`src/sv/lste_ram.sv`:
```
// Generic single-port RAM with registered read.
// No dependencies.
module lste_ram #(
  parameter int unsigned Width = 8,
  parameter int unsigned Depth = 16
) (
  input  logic                     clk_i,
  input  logic                     we_i,
  input  logic [$clog2(Depth)-1:0] addr_i,
  input  logic [Width-1:0]         wdata_i,
  output logic [Width-1:0]         rdata_o
);

  logic [Width-1:0] mem_q [Depth];

  always_ff @(posedge clk_i) begin
    if (we_i) begin
      mem_q[addr_i] <= wdata_i;
    end
    rdata_o <= mem_q[addr_i];
  end

endmodule
```
`config.mk`:
```
export PLATFORM = sky130hd
export DESIGN_NAME = lste_ram
export DESIGN_NICKNAME = d
export VERILOG_FILES = /design/src/sv/lste_ram.sv
export SDC_FILE = /design/constraint.sdc
export NUM_CORES = 1
export LEC_CHECK = 0
export BUFFER_PORTS_ARGS = -buffer_cell sky130_fd_sc_hd__buf_4
export CAP_MARGIN = 20
export CORE_MARGIN = 2
export CORE_UTILIZATION = 60
export DETAILED_ROUTE_END_ITERATION = 10
export PLACE_DENSITY = 0.8
export RECOVER_POWER = 100
export REMOVE_ABC_BUFFERS = 1
export SETUP_SLACK_MARGIN = 0.1
export SYNTH_ARGS = -nofsm -noshare
export SYNTH_HDL_FRONTEND = slang
export SYNTH_SLANG_ARGS = --single-unit
```
`constraint.sdc`:
```
create_clock -name clk_i -period 2.4 [get_ports clk_i]
set_clock_uncertainty 0.1 [all_clocks]
set_input_delay 0.24 -clock clk_i [delete_from_list [all_inputs] [get_ports clk_i]]
set_output_delay 0.24 -clock clk_i [all_outputs]
set_load 0.05 [all_outputs]
```
Word level (Yosys, flattened, before mapping) --
Memory sizes are Yosys's and may differ from the RTL's. A register that Yosys moved wholly into a read port is not among the register bits. Cells that the tools add are included.
Operators by class: bitwise operators 0, divide/modulo/power cells 0, reductions and logical operators 0, $mul 0, $lt $le $gt $ge 0, equal/unequal tests 0, multiplexer cells 2, shift-type cells 0, $add $sub $neg 0
Operator list (count):
- two-way mux 1 bit | 2
Storage, ports and cells: memories kept 1, bits in registers 0, ROM bits 0, memory bits (writable) 128, latch bits 0, input bits 14
Memories:
- mem_q | words 16, bits a word 8, read ports 1, clocked after Yosys merged registers in 1, wr ports 1, RTL line 14 | logic [Width-1:0] mem_q [Depth];

Longest topological paths before layout --
word-level depth 2, mapped depth 5, depth with buffers taken out 3

Worst setup path before layout --
OpenSTA, ideal clock, no wires.
path type input to register, from input addr_i[2], to memory mem_q[0][0], enable pin, arrival 1.350 ns, setup slack 0.567 ns, stages 2, library setup time 0.383 ns, required time 1.917 ns, path through or3b_2 > nor3_1
RTL lines:
- start: declaration | RTL line 9 | input logic [$clog2(Depth)-1:0] addr_i,
- end: declaration | RTL line 14
No word-level cell before the write port.

Worst setup path after layout --
from input addr_i[0], to memory mem_q[15][7], enable pin
No word-level cell before the write port.

==> results_dict.tcl <==
set metrics [dict create \
    drt-pass1-iter-count 5 \
    ys_top_cells_by_area "edfxtp_1, mux4_2, dfxtp_1" \
    routed_wl_microns 9050 \
    async_flop_share 0 \
    outcome "finished clean" \
    post_drt_wl_per_cell_microns 22.5 \
    cts_buffer_depth 2 \
    final_antenna_net_count 0 \
    dpl.hpwl_microns 5720 \
    cts_root_buf "clkbuf_8" \
    final_nets 298 \
    fill_cells 481 \
    synth-warning-count 0 \
    rows 33 \
    tritoncts "done" \
    antenna_found_initial 0 \
    initial_core_util 0.617 \
    worst_setup_path_end_kind "register" \
    gp_congestion 0.769 \
    cts_sinks 136 \
    synth-seq-cells 136 \
    ys_seq_area_frac 0.790 \
    grt_overflow 0 \
    numCtsBuffers 17 \
    worstMarginPinSlew_ns 1.04 \
    finalCriticalPeriod_ns 1.77 \
    crit_required_ns 2.48 \
    total_power_mw 5.42 \
    worstPathArrival_ns 1.84 \
    via_per_inst 6.02 \
    syn_area_sq_um 5070 \
    synth_top_area_cell "edfxtp_1" \
    drive_above_1_share 0.236 \
    relSlewSlack 0.299 \
    core-area_sq_um 8220 \
    grt_pass1_wl_microns 14100 \
    path_max_fanout 26 \
    track_usage 0.221 \
    synth_edf_count 128 \
    postSynthAreaPerCell_sq_um 22.0 \
    power.leakage_nw 1.90 \
    die_y_microns 95.9 \
    io_pins 22 \
    synth_ff_type "edfxtp_1" \
    tns_ns 0 \
    grt_max_degree 27 \
    die_w_microns 95.9 \
    clk_pin_slew_ns 0.06 \
    yosysTopAreaCellShare 0.759 \
    drt_first_iter_violations 262 \
    port_buffers 21 \
    worstSkewPairLatency_ns 0.51 \
    fin_util 0.725 \
    vdd.ir_drop.worst_mv 0.707 \
    hold_violations 0 \
    start_kind "input pin" \
    drcViolationCount 0 \
    power_density_nw_per_um2 910 \
    post_cts_buffers 0 \
    htreeDepth 4 \
    synthMostInstantiatedCell "edfxtp_1" \
    vias 2420 \
    rsz0062_at_grt "false" \
    min_period_over_period 0.736 \
    hp-class "input pin to register" \
    diodes 0 \
    synth_common_cells "edfxtp_1, mux4_2, a22oi_1" \
    drv_cap 0 \
    grt_pass1_vias 2532 \
    max_freq_mhz 566 \
    synth_cell_type_count 18 \
    crit_type "input pin to register" \
    syn_to_final_growth_pct 17.5 \
    die_area_sq_um 9200 \
    worst_hold_slack_ns 0.224 \
    setup_violations 0 \
    postSynthCellCount 230 \
    drv_slew 0 \
]
## layout by cell type (no fill, tap or decap), types with 5 or more instances in the layout
cell	instances
buf_4	5
nor2_1	13
edfxtp_1	128
clkbuf_16	16
a22oi_1	16
clkbuf_1	33
nand2_1	9
dlygate4sd3_1	8
clkinvlp_4	5
mux4_2	32
dfxtp_1	8
## sequential cells by signal, summed over array words and instances (netlist names)
| signal | cells |
|---|---|
| rdata_o | 8 |
| mem_q | 128 |
## kinds of logic (layout without fill, tap and decap cells)
| logic type | after synthesis | after routing | synth area share |
|---|---|---|---|
| compound gates | 16 | 16 | 0.0237 |
| buf+inv | 11 | 78 | 0.0119 |
| flops | 136 | 136 | 0.790 |
| mux | 32 | 32 | 0.142 |
| simple gates | 35 | 35 | 0.0321 |
## final timing paths
kind | from | end | slack [ns] | cells past startpoint
setup / recovery | addr_i[0] | mem_q[15][7] | 0.63 | 5
hold / removal | addr_i[3] | rdata_o[1] | 0.22 | 4
setup reg to reg | mem_q[3][5] | rdata_o[5] | 0.95 | 3
hold reg to reg | mem_q[14][2] | rdata_o[2] | 0.58 | 3
## per-stage QoR
step                      std cells  worst slack, ns  instance area, sq um
after floorplan                 219            0.567                  5010
after global placement          362            0.422                  5420
after detailed placement        362            0.374                  5420
after CTS                       402            0.920                  6080
after global routing            402            0.455                  5960
final                           402            0.635                  5960
## critical path, cell delays in order
cell,delay (ns)
buf_4,0.38
clkbuf_1,0.35
nand2_1,0.20
nor2_1,0.35
clkbuf_1,0.31
## area by class of cell
class | count | area [sq um] | area share
clock buffers | 18 | 428 | 0.0718
repair buffers | 46 | 241 | 0.0405
well taps | 105 | 131 | 0.0221
clock inverters | 14 | 148 | 0.0248
flip-flops and latches | 136 | 4000 | 0.672
multi-input cells | 83 | 1000 | 0.168
## routing by layer
| metal | global-route usage | vias to the layer above | routed length [microns] |
|---|---|---|---|
| met5 | 0 | - | 0 |
| met4 | 0.0786 | 0 | 92 |
| met3 | 0.0493 | 11 | 574 |
| met2 | 0.355 | 95 | 4650 |
| met1 | 0.305 | 1244 | 3730 |
| li1 | - | 1070 | - |
## power by group
group	total [mW]	switching (mW)	internal (mW)
combinational	0.292	0.191	0.101
clock	2.45	0.947	1.51
sequential	2.67	0.0169	2.66
total	5.42	1.15	4.27
## timing repair
action	4_1_cts	5_1_grt
hold buffers	8	0
resized for setup	0	0
hold endpoints to repair	128	0
No activity file was read; power rests on OpenSTA's default activity.
